==> src/tpu_pkg.sv <==
`default_nettype none

package tpu_pkg;

    localparam int ROWS_PER_PATTERN = 64;
    localparam int ROW_CNT_W        = $clog2(ROWS_PER_PATTERN + 1);
    localparam int ROW_IDX_W        = 6;

    localparam logic [7:0] NOTE_NONE    = 8'hFF;
    localparam logic [7:0] INST_NONE    = 8'h00;
    localparam logic [7:0] VOL_NONE     = 8'hFF;
    localparam logic [7:0] CMD_NONE     = 8'hFF;
    localparam logic [7:0] INFO_NONE    = 8'h00;
    localparam logic [7:0] ROW_END_BYTE = 8'h00;

    // pending flag bits: header bits 5, 6, 7
    localparam int FL_NOTE = 0;
    localparam int FL_VOL  = 1;
    localparam int FL_CMD  = 2;

    typedef enum logic [2:0] {
        PH_HEADER = 3'd0,
        PH_NOTE   = 3'd1,
        PH_INST   = 3'd2,
        PH_VOL    = 3'd3,
        PH_CMD    = 3'd4,
        PH_INFO   = 3'd5
    } phase_t;

    typedef struct packed {
        logic [7:0] packed_byte;
        logic       last_byte;
    } in_item_t;

    typedef struct packed {
        logic [ROW_IDX_W-1:0] row_index;
        logic [4:0]           channel;
        logic [7:0]           note;
        logic [7:0]           instrument;
        logic [7:0]           volume;
        logic [7:0]           command;
        logic [7:0]           command_info;
    } out_item_t;

    typedef struct packed {
        logic      emit;
        out_item_t item;
    } dec_result_t;

    typedef struct packed {
        phase_t               phase;
        logic [2:0]           flags;
        logic [ROW_CNT_W-1:0] row_count;
        logic [4:0]           channel;
        logic [7:0]           note;
        logic [7:0]           instrument;
        logic [7:0]           volume;
        logic [7:0]           command;
    } dec_state_t;

    localparam dec_state_t STATE_RESET = '{
        phase:      PH_HEADER,
        flags:      3'b000,
        row_count:  '0,
        channel:    5'd0,
        note:       NOTE_NONE,
        instrument: INST_NONE,
        volume:     VOL_NONE,
        command:    CMD_NONE
    };

    // phase once the volume slot is reached or skipped
    function automatic phase_t from_vol(input logic [2:0] flags);
        phase_t ph;
        if (flags[FL_VOL])
            ph = PH_VOL;
        else if (flags[FL_CMD])
            ph = PH_CMD;
        else
            ph = PH_HEADER;
        return ph;
    endfunction

endpackage

`default_nettype wire

==> src/tpu_if.sv <==
`default_nettype none

interface tpu_in_if;
    import tpu_pkg::*;

    logic     valid;
    logic     ready;
    in_item_t data;

    modport source (output valid, output data, input ready);
    modport sink   (input valid, input data, output ready);
endinterface

interface tpu_out_if;
    import tpu_pkg::*;

    logic      valid;
    logic      ready;
    out_item_t data;

    modport source (output valid, output data, input ready);
    modport sink   (input valid, input data, output ready);
endinterface

`default_nettype wire

==> src/tpu_in_stage.sv <==
`default_nettype none

module tpu_in_stage (
    input  wire logic              clk,
    input  wire logic              rst_n,
    tpu_in_if.sink                 packed_stream,
    input  wire logic              step,
    output logic                   held_valid,
    output tpu_pkg::in_item_t      held_item
);
    import tpu_pkg::*;

    logic     valid_reg;
    logic     valid_next;
    in_item_t item_reg;
    logic     take;

    assign packed_stream.ready = !valid_reg || step;
    assign take = packed_stream.valid && packed_stream.ready;

    always_comb
    begin
        valid_next = valid_reg;
        if (take)
            valid_next = 1'b1;
        else if (step)
            valid_next = 1'b0;
    end

    always_ff @(posedge clk or negedge rst_n)
    begin
        if (!rst_n)
            valid_reg <= 1'b0;
        else
            valid_reg <= valid_next;
    end

    always_ff @(posedge clk)
    begin
        if (take)
            item_reg <= packed_stream.data;
    end

    assign held_valid = valid_reg;
    assign held_item  = item_reg;

endmodule

`default_nettype wire

==> src/tpu_decoder.sv <==
`default_nettype none

module tpu_decoder (
    input  wire logic              clk,
    input  wire logic              rst_n,
    input  wire logic              step,
    input  wire tpu_pkg::in_item_t item,
    output tpu_pkg::dec_result_t   result
);
    import tpu_pkg::*;

    dec_state_t st_reg;
    dec_state_t st_work;
    dec_state_t st_next;
    logic [7:0] b;
    logic [7:0] info;
    logic       emit;

    assign b = item.packed_byte;

    always_comb
    begin
        st_work = st_reg;
        emit    = 1'b0;
        info    = INFO_NONE;
        if (st_reg.row_count < ROW_CNT_W'(ROWS_PER_PATTERN))
        begin
            unique case (st_reg.phase)
                PH_NOTE:
                begin
                    st_work.note  = b;
                    st_work.phase = PH_INST;
                end
                PH_INST:
                begin
                    st_work.instrument = b;
                    st_work.phase      = from_vol(st_reg.flags);
                    emit               = (st_work.phase == PH_HEADER);
                end
                PH_VOL:
                begin
                    st_work.volume = b;
                    st_work.phase  = st_reg.flags[FL_CMD] ? PH_CMD : PH_HEADER;
                    emit           = !st_reg.flags[FL_CMD];
                end
                PH_CMD:
                begin
                    st_work.command = b;
                    st_work.phase   = PH_INFO;
                end
                PH_INFO:
                begin
                    info          = b;
                    emit          = 1'b1;
                    st_work.phase = PH_HEADER;
                end
                default:
                begin
                    st_work.phase = PH_HEADER;
                    if (b == ROW_END_BYTE)
                    begin
                        st_work.row_count = st_reg.row_count + 1'b1;
                    end
                    else
                    begin
                        st_work.channel    = b[4:0];
                        st_work.flags      = b[7:5];
                        st_work.note       = NOTE_NONE;
                        st_work.instrument = INST_NONE;
                        st_work.volume     = VOL_NONE;
                        st_work.command    = CMD_NONE;
                        st_work.phase      = b[5] ? PH_NOTE : from_vol(b[7:5]);
                        emit               = (b[7:5] == 3'b000);
                    end
                end
            endcase
        end

        st_next = item.last_byte ? STATE_RESET : st_work;

        result.emit                 = emit;
        result.item.row_index       = ROW_IDX_W'(st_reg.row_count);
        result.item.channel         = st_work.channel;
        result.item.note            = st_work.note;
        result.item.instrument      = st_work.instrument;
        result.item.volume          = st_work.volume;
        result.item.command         = st_work.command;
        result.item.command_info    = info;
    end

    always_ff @(posedge clk or negedge rst_n)
    begin
        if (!rst_n)
            st_reg <= STATE_RESET;
        else if (step)
            st_reg <= st_next;
    end

endmodule

`default_nettype wire

==> src/tpu_out_stage.sv <==
`default_nettype none

module tpu_out_stage (
    input  wire logic                clk,
    input  wire logic                rst_n,
    input  wire logic                step,
    input  wire tpu_pkg::dec_result_t result,
    output logic                     free,
    tpu_out_if.source                entry_stream
);
    import tpu_pkg::*;

    logic      valid_reg;
    logic      valid_next;
    out_item_t item_reg;
    logic      load;

    assign free = !valid_reg || entry_stream.ready;
    assign load = step && result.emit;

    always_comb
    begin
        valid_next = valid_reg;
        if (load)
            valid_next = 1'b1;
        else if (entry_stream.ready)
            valid_next = 1'b0;
    end

    always_ff @(posedge clk or negedge rst_n)
    begin
        if (!rst_n)
            valid_reg <= 1'b0;
        else
            valid_reg <= valid_next;
    end

    always_ff @(posedge clk)
    begin
        if (load)
            item_reg <= result.item;
    end

    assign entry_stream.valid = valid_reg;
    assign entry_stream.data  = item_reg;

endmodule

`default_nettype wire

==> src/tracker_pattern_unpacker_top.sv <==
// Channel        Dir  Payload                                     Transfer
// packed_stream  in   packed_byte[7:0], last_byte                 valid & ready
// entry_stream   out  row_index[5:0], channel[4:0], note,         valid & ready
//                     instrument, volume, command, command_info
//
// One byte per cycle sustained while entry_stream accepts entries; each byte passes
// the input register, then is decoded into the result register.
// The decode state advances once per byte, on each step of the held byte.
// rst_n is asynchronous: both stages empty, decoder back to expecting a header.
// A stalled entry_stream holds the result register; a byte waits in the input
// register only when it would produce a new entry onto a full result register.
`default_nettype none

module tracker_pattern_unpacker_top (
    input  wire logic clk,
    input  wire logic rst_n,
    tpu_in_if.sink    packed_stream,
    tpu_out_if.source entry_stream
);
    import tpu_pkg::*;

    logic        held_valid;
    in_item_t    held_item;
    logic        out_free;
    logic        step;
    dec_result_t result;

    // decode a held byte when the result register can take whatever it yields
    assign step = held_valid && (out_free || !result.emit);

    tpu_in_stage u_in_stage (
        .clk           (clk),
        .rst_n         (rst_n),
        .packed_stream (packed_stream),
        .step          (step),
        .held_valid    (held_valid),
        .held_item     (held_item)
    );

    tpu_decoder u_decoder (
        .clk    (clk),
        .rst_n  (rst_n),
        .step   (step),
        .item   (held_item),
        .result (result)
    );

    tpu_out_stage u_out_stage (
        .clk          (clk),
        .rst_n        (rst_n),
        .step         (step),
        .result       (result),
        .free         (out_free),
        .entry_stream (entry_stream)
    );

endmodule

`default_nettype wire

==> src/flat_wrapper.sv <==
// flat-port wrapper written by rule: the top's interface ports become plain ports
module tracker_pattern_unpacker_top_flat import tpu_pkg::*;
  (clk, rst_n, packed_stream_valid, packed_stream_data, packed_stream_ready, entry_stream_valid, entry_stream_data, entry_stream_ready);
  tpu_in_if packed_stream_i ();
  tpu_out_if entry_stream_i ();
  input  wire logic clk;
  input  wire logic rst_n;
  input wire logic [$bits(packed_stream_i.valid)-1:0] packed_stream_valid;
  input wire logic [$bits(packed_stream_i.data)-1:0] packed_stream_data;
  output wire logic [$bits(packed_stream_i.ready)-1:0] packed_stream_ready;
  output wire logic [$bits(entry_stream_i.valid)-1:0] entry_stream_valid;
  output wire logic [$bits(entry_stream_i.data)-1:0] entry_stream_data;
  input wire logic [$bits(entry_stream_i.ready)-1:0] entry_stream_ready;
  assign packed_stream_i.valid = packed_stream_valid;
  assign packed_stream_i.data = packed_stream_data;
  assign packed_stream_ready = packed_stream_i.ready;
  assign entry_stream_valid = entry_stream_i.valid;
  assign entry_stream_data = entry_stream_i.data;
  assign entry_stream_i.ready = entry_stream_ready;
  tracker_pattern_unpacker_top u_core (.clk(clk), .rst_n(rst_n), .packed_stream(packed_stream_i), .entry_stream(entry_stream_i));
endmodule
==> config.mk <==
export PLATFORM = sky130hd
export DESIGN_NAME = tracker_pattern_unpacker_top_flat
export DESIGN_NICKNAME = d
export VERILOG_FILES = /design/src/tpu_pkg.sv /design/src/tpu_if.sv /design/src/tpu_in_stage.sv /design/src/tpu_decoder.sv /design/src/tpu_out_stage.sv /design/src/tracker_pattern_unpacker_top.sv /design/src/flat_wrapper.sv
export SDC_FILE = /design/constraint.sdc
export NUM_CORES = 1
export LEC_CHECK = 0
export ABC_AREA = 1
export BUFFER_PORTS_ARGS = -buffer_cell sky130_fd_sc_hd__buf_4
export CAP_MARGIN = 20
export CELL_PAD_IN_SITES_DETAIL_PLACEMENT = 1
export CELL_PAD_IN_SITES_GLOBAL_PLACEMENT = 2
export CORE_ASPECT_RATIO = 1.25
export CORE_UTILIZATION = 36
export DETAILED_ROUTE_END_ITERATION = 12
export GPL_TIMING_DRIVEN = 0
export PLACE_DENSITY_LB_ADDON = 0.1
export SETUP_SLACK_MARGIN = 0.15
export SYNTH_ARGS = -nofsm -noshare
export SYNTH_HDL_FRONTEND = slang
export SYNTH_SLANG_ARGS = --single-unit
==> constraint.sdc <==
create_clock -name clk -period 4.45 [get_ports clk]
set_input_delay 0 -clock clk [delete_from_list [all_inputs] [get_ports clk]]
set_output_delay 0 -clock clk [all_outputs]
set_load 0.01 [all_outputs]
# [After elaboration in Yosys (flattened, before gate mapping)]
# Cells that the tools add are included.
[totals] ff_bits=112 in_bits=13 out_inout_bits=53 wordCells=80
[op_classes] addsub=1 magnitude_cmp=1 eq_ne=7 mux=25 reduce_logical=27
[ops] operator="$mux W50" n=2
[ops] operator="$pmux W8 S2" n=4
[ops] operator="$mux W37" n=1
[ops] operator="$mux W3" n=7
[ops] operator="$reduce_or A4 Y1" n=4
[ops] operator="$mux W15" n=1
[ops] operator="$pmux W3 S5" n=1
[ops] operator="$logic_not A8 Y1" n=1
[ops] operator="$reduce_and A4 Y1" n=2
[ops] operator="$reduce_bool A2 Y1" n=4
[ops] operator="$add A7 B1 Y7 const B" n=1
[ops] operator="$lt A7 B7 Y1 const B" n=1
[ops] operator="$mux W7" n=1
[ops] operator="$eq A3 B2 Y1 const B" n=2
[ops] operator="$eq A3 B3 Y1 const B" n=2
[ops] operator="$logic_not A3 Y1" n=2
[ops] operator="$mux W1" n=6
[ops] operator="$mux W6" n=1
[ops] operator="$reduce_or A5 Y1" n=1
[ops] operator="$logic_not A1 Y1" n=4
[ops] operator="$ne A2 B1 Y1 const B" n=2
[ops] operator="$pmux W1 S4" n=1
[ops] operator="$reduce_and A2 Y1" n=2
[ops] operator="$eq A3 B1 Y1 const B" n=1
[ops] operator="3 further kinds" n=7

# [Depth between registers and ports, before layout]
# Gate-level depths: netlist of the first run.
[logic_depth] word_depth=13 depth_mapped=11

# [Hierarchy]
# Synthesis of the first run repeated with hierarchy kept, for this count alone.
[unflattened] hier_cells=540 hier_area_um2=5133.7
[modules_own_cells] module="tpu_decoder" instances=1 cells_each=465 area_per_inst_um2=3221.8
[modules_own_cells] module="tpu_out_stage" instances=1 cells_each=57 area_per_inst_um2=1580.3
[modules_own_cells] module="tpu_in_stage" instances=1 cells_each=15 area_per_inst_um2=315.3
[modules_own_cells] module="tracker_pattern_unpacker_top" instances=1 cells_each=3 area_per_inst_um2=16.3

# [Worst setup path after synthesis of the first run]
# Ideal clock, no wire load.
[synth_path] kind="reg-to-reg" from="reg u_core.u_decoder.st_reg[49] (netlist bit)" to="reg u_core.u_out_stage.item_reg, in the netlist u_core.u_out_stage.entry_stream.data[0] (enable)" setup_time_ps=460 arrival_time_ps=3456 slack_ps=534 stages_incl_launch_ff=9 cell_sequence="dfrtp_1 > inv_1 > ha_1 > nor2_1 > nand2_1 > nand4_2 > nand2_2 > buf_2 > nor2_1"
[synth_between] elab_chain_len=8 word_cells_on_any_way=12
[synth_rtl] item="from (decl)" line="tpu_decoder.sv:12" rtl="dec_state_t st_reg;"
[synth_rtl] item="from (signal assigned)" line="tpu_decoder.sv:96" rtl="st_reg <= st_next;"
[synth_rtl] item="$eq A3 B3 Y1 or $eq A3 B1 Y1 (tied branches)" line="tpu_decoder.sv:28" rtl="unique case (st_reg.phase)"
[synth_rtl] item="$reduce_or A2 Y1 (no source line)"
[synth_rtl] item="$pmux W1 S4 (*)" line="tpu_decoder.sv:28"
[synth_rtl] item="$mux W1 (*)" line="tpu_decoder.sv:26" rtl="if (st_reg.row_count < ROW_CNT_W'(ROWS_PER_PATTERN))"
[synth_rtl] item="$logic_not A1 Y1" line="tracker_pattern_unpacker_top.sv:29" rtl="assign step = held_valid && (out_free || !result.emit);"
[synth_rtl] item="$logic_or A1 B1 Y1" line="tracker_pattern_unpacker_top.sv:29"
[synth_rtl] item="$logic_and A1 B1 Y1" line="tracker_pattern_unpacker_top.sv:29"
[synth_rtl] item="$logic_and A1 B1 Y1 (*)" line="tpu_out_stage.sv:19" rtl="assign load = step && result.emit;"
[synth_rtl] item="net u_core.u_out_stage.load" line="tpu_out_stage.sv:16" rtl="logic load;"
[synth_rtl] item="to (signal assigned)" line="tpu_out_stage.sv:41" rtl="item_reg <= result.item;"
[synth_rtl] item="to (decl)" line="tpu_out_stage.sv:15" rtl="out_item_t item_reg;"
# Mark *: on every way through the listed nets, which the timed path passes. The rest lies on a longest branch.
# A chain may end at the register's enable or synchronous reset.

# [Worst setup path after layout of the first run]
[layout_path] from="reg u_core.u_decoder.st_reg[49] (netlist bit)" to="reg u_core.u_out_stage.item_reg, in the netlist u_core.u_out_stage.entry_stream.data[20] (enable)"
# Same word-level chain as after synthesis.

==> results of run 1 <==
## synthesized netlist by cell type (2+ instances only)
cell type / number
edfxtp_1: 60
nand2_2: 3
nor3_1: 2
inv_1: 30
nor2_1: 33
buf_2: 5
inv_2: 5
a22oi_1: 8
nand4_1: 2
nor2_4: 2
buf_4: 2
dfstp_2: 24
clkbuf_1: 6
ha_1: 3
nand2_1: 189
o21ai_0: 31
o211ai_1: 8
a21oi_1: 3
nand3_1: 39
o21ai_1: 3
nor4_1: 2
dfrtp_1: 27
## final timing paths
check	start	endpoint	slack (ns)	cells after the start
max	u_core.u_decoder.st_reg[49]	u_core.u_out_stage.entry_stream.data[20]	1.70	9
min	rst_n	u_core.u_decoder.st_reg[33]	0.25	2
max reg2reg	u_core.u_decoder.st_reg[49]	u_core.u_out_stage.entry_stream.data[20]	1.70	9
min reg2reg	u_core.u_decoder.st_reg[27]	u_core.u_decoder.st_reg[27]	0.47	2
max in group asynchronous	rst_n	u_core.u_decoder.st_reg[22]	3.73	2
min in group clk	packed_stream_data[3]	u_core.u_in_stage.held_item[3]	0.36	2
## metal layers
metal / vias to the layer above / GRT usage [%] / wire length, µm
li1: 1841 / - / -
met1: 1915 / 26.64 / 6021
met2: 61 / 37.00 / 6990
met3: 17 / 2.719 / 393
met4: 0 / 7.099 / 244
met5: - / 0 / 0
## per-stage QoR
stage	std cells	total power [mW]	utilization (%)	hold slack (ns)
floorplan	500	2.482	-	-0.2956
global placement	736	2.994	42.03	0.1134
detailed placement	737	3.052	42.24	0.1016
CTS	765	3.921	45.52	0.2745
global route	765	4.137	45.52	0.3246
finish	765	3.884	45.52	0.2540
## cells by family (layout without fill, tap and decap cells)
logic type | Yosys count | after routing
AND/OR/NAND/NOR | 278 | 278
XOR/XNOR | 1 | 1
adder cells (fa/ha/maj) | 3 | 3
buffers and inverters | 51 | 145
AO/OA/AOI/OAI | 56 | 56
flip-flops | 111 | 111
## layout make-up
class | count | area [µm²]
Fill cell | 1561 | 7208
Tap cell | 171 | 214.0
Multi-Input combinational cell | 338 | 1546
Inverter | 36 | 135.1
Clock buffer | 10 | 229.0
Sequential cell | 111 | 3108
Timing Repair Buffer | 78 | 628.1
Buffer | 15 | 77.57
Clock inverter | 6 | 85.08
## power groups by stage
| stage | Combinational (mW) | Sequential [mW] | Clock, mW |
|---|---|---|---|
| detailed placement | 1.36 | 1.69 | 0 |
| finish | 1.35 | 1.67 | 0.859 |
| CTS | 1.37 | 1.67 | 0.876 |
| global placement | 1.30 | 1.70 | 0 |
| floorplan | 0.738 | 1.74 | 0 |
| global route | 1.52 | 1.70 | 0.913 |
==> results.sh, run 1 <==
export IMPL_num_antenna_cells=0
export IMPL_synthMuxAreaShare_pct=0
export IMPL_crit_required_ns=4.49
export IMPL_layout_commonest_cell="nand2_1"
export IMPL_syn_to_final_growth_pct=23.94
export IMPL_finalWirelength_mm=13.65
export IMPL_crit_slowest_cell="dfrtp_1"
export IMPL_antenna_left=0
export IMPL_die_area_um2=13970
export IMPL_die_h_um=131.9
export IMPL_power_frac_seq_pct=43.0
export IMPL_synth_avg_cell_area_um2=9.719
export IMPL_layout_setup_ws_ns=1.704
export IMPL_grt_max_degree=52
export IMPL_outcome="complete, no violations"
export IMPL_endpoint_kind="flip-flop"
export IMPL_grt_ovfl_total=0
export IMPL_grt_pass1_vias=3995
export IMPL_layout_drive_gt1_share_pct=21.55
export IMPL_irDropWorstVdd_uv=310.9
export IMPL_start_util_pct=36.73
export IMPL_synthFlopType="edfxtp_1"
export IMPL_tightest_slew_ns=0.8549
export IMPL_synth_simple_area_share_pct=24.00
export IMPL_maxCapViolCount=0
export IMPL_synth_seq_area_share_pct=63.95
export IMPL_synth_area_um2=4860
export IMPL_vias=3834
export IMPL_finalHoldViolCount=0
export IMPL_syn_nets=516
export IMPL_ctsHoldBuffers=12
export IMPL_final_max_slew_viol_count=0
export IMPL_cts_root_buf="clkbuf_16"
export IMPL_ys_seq_elements=111
export IMPL_clockBufferDepth=2
export IMPL_grt_setup_unrepaired="false"
export IMPL_grt_first_pass_wirelength_mm=22.22
export IMPL_first_pass_iters=4
export IMPL_clock_sinks=111
export IMPL_synth_edf_count=60
export IMPL_post_drt_wl_per_cell_um=17.84
export IMPL_synth_top_family_by_area="simple AND/OR/NAND/NOR gates"
export IMPL_grtUsageTotal_pct=21.07
export IMPL_fin_area_um2=6023
export IMPL_clk_pin_slew_ns=0.07
export IMPL_coreArea_um2=13230
export IMPL_cts_tree="yes"
export IMPL_cts_resized=0
export IMPL_period_minus_slack_ns=2.746
export IMPL_hold_path_class="primary input to asynchronous set/reset pin"
export IMPL_combPwrFrac_pct=34.8
export IMPL_drcViolationCount=0
export IMPL_synth_top_area_cell="edfxtp_1"
export IMPL_p_sw_mw=1.406
export IMPL_place_ws_ns=1.683
export IMPL_crit_chain="inv_1 > ha_1 > nor2_1 > nand2_1 > nand4_2 > nand2_2 > buf_2 > nor2_4 > buf_12"
export IMPL_htree_levels=3
export IMPL_power_density_nw_per_um2=644.8
export IMPL_synth_fa_ha_area_share_pct=0.7724
export IMPL_period_share_pct=61.72
export IMPL_yosys_top_cells_area="edfxtp_1 37%, nand2_1 15%, dfrtp_1 14%, dfstp_2 13%, nand3_1 4.0%"
export IMPL_post_cts_buffers=0
export IMPL_fp_row_count=47
export IMPL_synthCells=500
export IMPL_critical_path_class="flip-flop to flip-flop"
export IMPL_synthXorXnorAreaFrac_pct=0.1802
export IMPL_max_stage_delay_ns=0.54
export IMPL_crit_fanout=34
export IMPL_cts_buffers_inserted=9
export IMPL_drt_initial_drc_count=169
export IMPL_dp_final_hpwl_mm=9.692
export IMPL_dieWidth_um=105.9
export IMPL_worst_endpoint_arrival_ns=2.79
export IMPL_fin_nets=605
export IMPL_boundaryPins=66
export IMPL_max_freq_mhz=364.1
export IMPL_dpl_instance_area_um2=5589
export IMPL_critPathTopFamily="simple AND/OR/NAND/NOR gates"
export IMPL_p_int_mw=2.478
export IMPL_cp_buffers_inverters=3
export IMPL_place_gp_congestion=0.7937
export IMPL_clk_latency_ns=0.35
export IMPL_port_buffers=65
export IMPL_yosysWarnings=0
export IMPL_largest_register_ffs=51
export IMPL_via_per_inst=5.012
export IMPL_fin_tns_setup_ns=0
export IMPL_final_cell_mix="189 x nand2_1, 67 x buf_4, 60 x edfxtp_1"
export IMPL_relSlewSlack_pct=42.79
export IMPL_p_leak_nw=2.665
export IMPL_setup_viol=0
export IMPL_swShare_pct=36.19
export IMPL_fin_skew_ns=0.007490
export IMPL_start_kind="flip-flop"
export IMPL_power_frac_clock_pct=22.1
export IMPL_synthArstFlopShare_pct=45.95
export IMPL_ys_types=35
export IMPL_synth_compound_area_share_pct=6.720
export IMPL_grt_antenna_before_repair=0
export IMPL_yosysTopAreaCellShare_pct=37.08
Power figures use the tool's default switching activity.
==> inputs of run 2 (changes only) <==
==> constraint.sdc (replaced) <==
create_clock -name clk -period 2.8 [get_ports clk]
set_input_delay 0 -clock clk [delete_from_list [all_inputs] [get_ports clk]]
set_output_delay 0 -clock clk [all_outputs]
set_load 0.01 [all_outputs]
==> results.sh, run 2 (synthesis results as in run 1) <==
export IMPL_grt_antenna_before_repair=0
export IMPL_worst_endpoint_arrival_ns=2.69
export IMPL_grt_max_degree=52
export IMPL_syn_to_final_growth_pct=23.94
export IMPL_p_total_mw=6.158
export IMPL_first_pass_iters=4
export IMPL_grt_ovfl_total=0
export IMPL_place_gp_congestion=0.7875
export IMPL_final_cell_mix="189 x nand2_1, 67 x buf_4, 60 x edfxtp_1"
export IMPL_period_share_pct=85.70
export IMPL_dieWidth_um=105.9
export IMPL_vias=3836
export IMPL_relSlewSlack_pct=44.20
export IMPL_critical_path_class="flip-flop to flip-flop"
export IMPL_power_frac_clock_pct=21.2
export IMPL_finalHoldViolCount=0
export IMPL_cts_resized=0
export IMPL_die_area_um2=13970
export IMPL_max_freq_mhz=416.8
export IMPL_layout_commonest_cell="nand2_1"
export IMPL_cts_buffers_inserted=9
export IMPL_fin_nets=606
export IMPL_boundaryPins=66
export IMPL_start_util_pct=36.73
export IMPL_p_sw_mw=2.255
export IMPL_finalWirelength_mm=13.96
export IMPL_start_kind="flip-flop"
export IMPL_p_int_mw=3.903
export IMPL_irDropWorstVdd_uv=560.2
export IMPL_crit_fanout=8
export IMPL_setup_viol=0
export IMPL_crit_required_ns=3.09
export IMPL_tightest_slew_ns=0.8339
export IMPL_fin_skew_ns=0.01023
export IMPL_clockBufferDepth=2
export IMPL_clk_latency_ns=0.35
export IMPL_post_drt_wl_per_cell_um=18.23
export IMPL_r2r_slack_ns=0.40
export IMPL_power_frac_seq_pct=43.1
export IMPL_p_leak_nw=2.669
export IMPL_swShare_pct=36.62
export IMPL_antenna_left=0
export IMPL_grt_pass1_vias=4106
export IMPL_final_max_slew_viol_count=0
export IMPL_power_density_nw_per_um2=1022
export IMPL_endpoint_kind="flip-flop"
export IMPL_grt_setup_unrepaired="false"
export IMPL_drcViolationCount=0
export IMPL_port_buffers=65
export IMPL_fin_hold_ws_ns=0.2497
export IMPL_clock_sinks=111
export IMPL_layout_drive_gt1_share_pct=21.34
export IMPL_hold_path_class="primary input to asynchronous set/reset pin"
export IMPL_clk_pin_slew_ns=0.07
export IMPL_grt_first_pass_wirelength_mm=22.74
export IMPL_period_minus_slack_ns=2.399
export IMPL_drt_initial_drc_count=167
export IMPL_dp_final_hpwl_mm=9.642
export IMPL_maxCapViolCount=0
export IMPL_grtUsageTotal_pct=21.40
export IMPL_largest_register_ffs=51
export IMPL_num_antenna_cells=0
export IMPL_via_per_inst=5.008
export IMPL_combPwrFrac_pct=35.7
export IMPL_outcome="complete, no violations"
export IMPL_htree_levels=3
export IMPL_cts_root_buf="clkbuf_16"
export IMPL_die_h_um=131.9
export IMPL_fp_row_count=47
export IMPL_coreArea_um2=13230
export IMPL_cts_tree="yes"
## run 2: cell types whose count changed in the layout (fill, tap and decap cells not counted), sizes merged
cell,delta
buf,+1
clkinvlp,-2
clkbuf,+3
bufinv,-1
## run 2: final timing paths
path                                                 from                             end  cells past startpoint
min                                                 rst_n     u_core.u_decoder.st_reg[35]                      2
max reg2reg                u_core.u_in_stage.held_item[7]     u_core.u_decoder.st_reg[19]                      9
min in group clk                    packed_stream_data[8]  u_core.u_in_stage.held_item[8]                      2
max in group asynchronous                           rst_n     u_core.u_decoder.st_reg[45]                      2
min reg2reg                   u_core.u_decoder.st_reg[27]     u_core.u_decoder.st_reg[27]                      2
max                        u_core.u_in_stage.held_item[7]     u_core.u_decoder.st_reg[19]                      9
## run 2: what timing repair did
item                                    4_1_cts  5_1_grt
setup buffers                                 1        0
endpoints found under the setup margin       34        0
hold endpoints to repair                     38        0
hold buffers                                 12        0
## run 2: through the flow
stage / util, % / area [µm²] / TNS [ns] / setup slack [ns] / std cells
global placement: 42.09 / 5569 / -15.81 / -0.3149 / 736
finish: 45.52 / 6023 / 0 / 0.4005 / 766
floorplan: - / 4867 / 0 / 0.3143 / 500
global route: 45.52 / 6023 / 0 / 0.2106 / 766
detailed placement: 42.24 / 5589 / -0.9532 / -0.03220 / 737
CTS: 45.52 / 6023 / 0 / 0.3938 / 766
## run 2: layer usage
metal | GRT usage [%] | share of wire (%)
met4 | 6.481 | 1.3
met2 | 37.87 | 52
met3 | 2.867 | 2.5
met5 | 0 | 0
met1 | 27.07 | 44
## run 2: power groups by stage
stage	Combinational, mW	Clock [mW]	Sequential, mW
CTS	2.23	1.33	2.66
detailed placement	2.17	0	2.69
global placement	2.08	0	2.67
floorplan	1.19	0	2.75
global route	2.44	1.39	2.71
finish	2.20	1.30	2.66
## run 2: layout make-up
class / instances / area (µm²)
fillers: 1528 / 7208
flip-flops and latches: 111 / 3108
multi-input cells: 338 / 1546
repair buffers: 79 / 648.1
clock buffers: 13 / 250.2
well taps: 171 / 214.0
inverters: 36 / 135.1
plain buffers: 15 / 77.57
clock inverters: 3 / 43.79
## run 2: worst max-delay path, stage by stage (launching register included)
cell and delay, ns:
edfxtp_1 0.42, inv_1 0.31, nand3_1 0.15, nor2_1 0.30, inv_1 0.14, o21ai_1 0.63, nand2_1 0.12, nand2_1 0.12
nand3_1 0.07, nand2_1 0.08
==> inputs of run 3 (changes only) <==
--- a/config.mk
+++ b/config.mk
@@ -5,17 +5,18 @@
 export SDC_FILE = /design/constraint.sdc
 export NUM_CORES = 1
 export LEC_CHECK = 0
-export ABC_AREA = 1
+export ABC_AREA = 0
 export BUFFER_PORTS_ARGS = -buffer_cell sky130_fd_sc_hd__buf_4
 export CAP_MARGIN = 20
 export CELL_PAD_IN_SITES_DETAIL_PLACEMENT = 1
 export CELL_PAD_IN_SITES_GLOBAL_PLACEMENT = 2
 export CORE_ASPECT_RATIO = 1.25
-export CORE_UTILIZATION = 36
+export CORE_UTILIZATION = 38
 export DETAILED_ROUTE_END_ITERATION = 12
 export GPL_TIMING_DRIVEN = 0
 export PLACE_DENSITY_LB_ADDON = 0.1
 export SETUP_SLACK_MARGIN = 0.15
 export SYNTH_ARGS = -nofsm -noshare
 export SYNTH_HDL_FRONTEND = slang
+export SYNTH_HIERARCHICAL = 1
 export SYNTH_SLANG_ARGS = --single-unit
==> results.sh, run 3 <==
export IMPL_fp_row_count=46
export IMPL_grt_antenna_before_repair=0
export IMPL_synth_seq_area_share_pct=62.01
export IMPL_p_leak_nw=2.610
export IMPL_grt_max_degree=52
export IMPL_endpoint_kind="flip-flop"
export IMPL_clock_sinks=111
export IMPL_grt_ovfl_total=0
export IMPL_finalHoldViolCount=0
export IMPL_drcViolationCount=0
export IMPL_critical_path_class="flip-flop to flip-flop"
export IMPL_drt_initial_drc_count=147
export IMPL_synthArstFlopShare_pct=45.95
export IMPL_relSlewSlack_pct=38.86
export IMPL_synth_avg_cell_area_um2=11.11
export IMPL_max_freq_mhz=364.6
export IMPL_yosys_top_cells_area="edfxtp_1 36%, dfrtp_1 13%, dfstp_2 13%, nand2_1 6.1%, o21ai_0 5.0%"
export IMPL_post_drt_wl_per_cell_um=19.16
export IMPL_p_total_mw=5.863
export IMPL_ys_seq_elements=111
export IMPL_grt_setup_unrepaired="true"
export IMPL_boundaryPins=66
export IMPL_grt_first_pass_wirelength_mm=22.34
export IMPL_tightest_slew_ns=0.9101
export IMPL_clk_pin_slew_ns=0.07
export IMPL_p_sw_mw=2.106
export IMPL_place_gp_congestion=0.8654
export IMPL_die_area_um2=13660
export IMPL_vias=3939
export IMPL_worst_endpoint_arrival_ns=2.79
export IMPL_ys_types=51
export IMPL_synthFlopType="edfxtp_1"
export IMPL_crit_fanout=9
export IMPL_htree_levels=3
export IMPL_yosysWarnings=6
export IMPL_synth_area_um2=5012
export IMPL_die_h_um=130.4
export IMPL_hold_path_class="primary input to asynchronous set/reset pin"
export IMPL_start_util_pct=39.23
export IMPL_ys_top_cells_by_count="81 x nand2_1, 60 x edfxtp_1, 50 x o21ai_0"
export IMPL_cts_buffers_inserted=9
export IMPL_syn_to_final_growth_pct=29.91
export IMPL_final_max_slew_viol_count=0
export IMPL_num_antenna_cells=0
export IMPL_dieWidth_um=104.7
export IMPL_fin_tns_setup_ns=0
export IMPL_antenna_left=0
export IMPL_swShare_pct=35.92
export IMPL_period_minus_slack_ns=2.743
export IMPL_grt_pass1_vias=4130
export IMPL_yosysMostFrequentCell="nand2_1"
export IMPL_largest_register_ffs=51
export IMPL_combPwrFrac_pct=39.1
export IMPL_power_density_nw_per_um2=900.5
export IMPL_start_kind="flip-flop"
export IMPL_fin_nets=578
export IMPL_setup_viol=0
export IMPL_layout_commonest_cell="buf_4"
export IMPL_dp_final_hpwl_mm=8.895
export IMPL_yosysTopAreaCellShare_pct=35.95
export IMPL_layout_drive_gt1_share_pct=34.39
export IMPL_fin_hold_ws_ns=0.2545
export IMPL_power_frac_seq_pct=40.7
export IMPL_synth_edf_count=60
export IMPL_power_frac_clock_pct=20.2
export IMPL_fin_skew_ns=0.009460
export IMPL_final_cell_mix="93 x buf_4, 80 x nand2_1, 60 x edfxtp_1"
export IMPL_period_share_pct=97.96
export IMPL_irDropWorstVdd_uv=323.3
export IMPL_crit_required_ns=2.85
export IMPL_utilization_pct=50.96
export IMPL_p_int_mw=3.757
export IMPL_maxCapViolCount=0
export IMPL_cts_tree="yes"
export IMPL_grtUsageTotal_pct=21.91
export IMPL_port_buffers=65
export IMPL_clk_latency_ns=0.35
export IMPL_synth_top_area_cell="edfxtp_1"
export IMPL_via_per_inst=5.359
export IMPL_finalWirelength_mm=14.08
export IMPL_outcome="complete, no violations"
export IMPL_first_pass_iters=4
export IMPL_synthCells=451
export IMPL_coreArea_um2=12780
export IMPL_cts_root_buf="clkbuf_16"
export IMPL_syn_nets=467
export IMPL_clockBufferDepth=2
[run 3: cell count changes after synthesis, moves of 8 or more]
cell | previous run | this run
nand2_1 | 189 | 81
nand2b_1 | 0 | 8
a31oi_1 | 0 | 18
o21ai_0 | 31 | 50
a221o_1 | 0 | 9
o22a_1 | 0 | 8
inv_1 | 30 | 6
clkbuf_1 | 6 | 17
nand3_1 | 39 | 13
[run 3: final cells by class]
cell class	count	area (µm²)
Buffer	37	277.8
Clock buffer	10	229.0
Clock inverter	6	46.29
Fill cell	1382	6266
Inverter	6	26.28
Multi-Input combinational cell	297	1828
Sequential cell	111	3109
Tap cell	168	210.2
Timing Repair Buffer	97	762.0
Timing Repair inverter	3	22.52
[run 3: power by group through the flow]
stage | logic [mW] | clock network [mW] | registers (mW)
detailed placement | 1.91 | 0 | 2.43
global placement | 1.88 | 0 | 2.41
global route | 2.49 | 1.27 | 2.43
floorplan | 1.08 | 0 | 2.50
finish | 2.29 | 1.18 | 2.39
CTS | 2.18 | 1.22 | 2.38
[run 3: final timing paths]
path                                                start                                       end  slack [ns]  cells after the start
setup / recovery           u_core/u_in_stage/held_item[5]  u_core/u_out_stage/entry_stream.data[23]        0.06                      9
hold / removal                                      rst_n               u_core/u_decoder/st_reg[18]        0.25                      2
setup reg to reg           u_core/u_in_stage/held_item[5]  u_core/u_out_stage/entry_stream.data[23]        0.06                      9
hold reg to reg               u_core/u_decoder/st_reg[18]               u_core/u_decoder/st_reg[18]        0.48                      2
max in group asynchronous                           rst_n               u_core/u_decoder/st_reg[49]        2.06                      2
min in group clk                    packed_stream_data[5]            u_core/u_in_stage/held_item[5]        0.37                      2
[run 3: through the flow]
stage	instance area [µm²]	setup WS, ns	instances
3_5_place_dp	5731	-0.6279	684
5_1_grt	6511	-0.04383	735
2_1_floorplan	5032	0.1520	451
6_report	6511	0.05714	735
3_3_place_gp	5731	-0.5783	684
4_1_cts	6361	0.07155	728
[run 3: repair_timing]
action	4_1_cts	5_1_grt
setup buffers	13	7
endpoints found under the setup margin	92	102
pin swaps	7	7
endpoints found under the hold margin	38	0
gates cloned	3	0
resized for setup	39	36
hold buffers	12	0
[run 3: critical path, cell delays in order, from the launching register on]
cell	delay (ns)
edfxtp_1	0.41
buf_6	0.14
or4_4	0.50
o21ai_2	0.15
a221oi_2	0.08
buf_4	0.18
a21boi_4	0.17
nand2_1	0.38
clkinvlp_4	0.22
buf_4	0.21
[run 3: layer usage]
| metal | track usage (%) | wire, µm | up-vias |
|---|---|---|---|
| li1 | - | - | 1853 |
| met1 | 25.23 | 5626 | 1954 |
| met2 | 39.07 | 7248 | 100 |
| met3 | 3.869 | 641 | 32 |
| met4 | 12.10 | 566 | 0 |
| met5 | 0 | 0 | - |
[run 3: cells by family (layout without fill, tap and decap cells)]
group | count (synthesis) | after routing | synth area share (%)
and+or+nand+nor | 176 | 176 | 17.05
AOI/OAI and AO/OA | 118 | 118 | 15.83
DFF | 111 | 111 | 62.01
buffers and inverters | 43 | 159 | 4.368
adders and majority gates | 3 | 3 | 0.7490
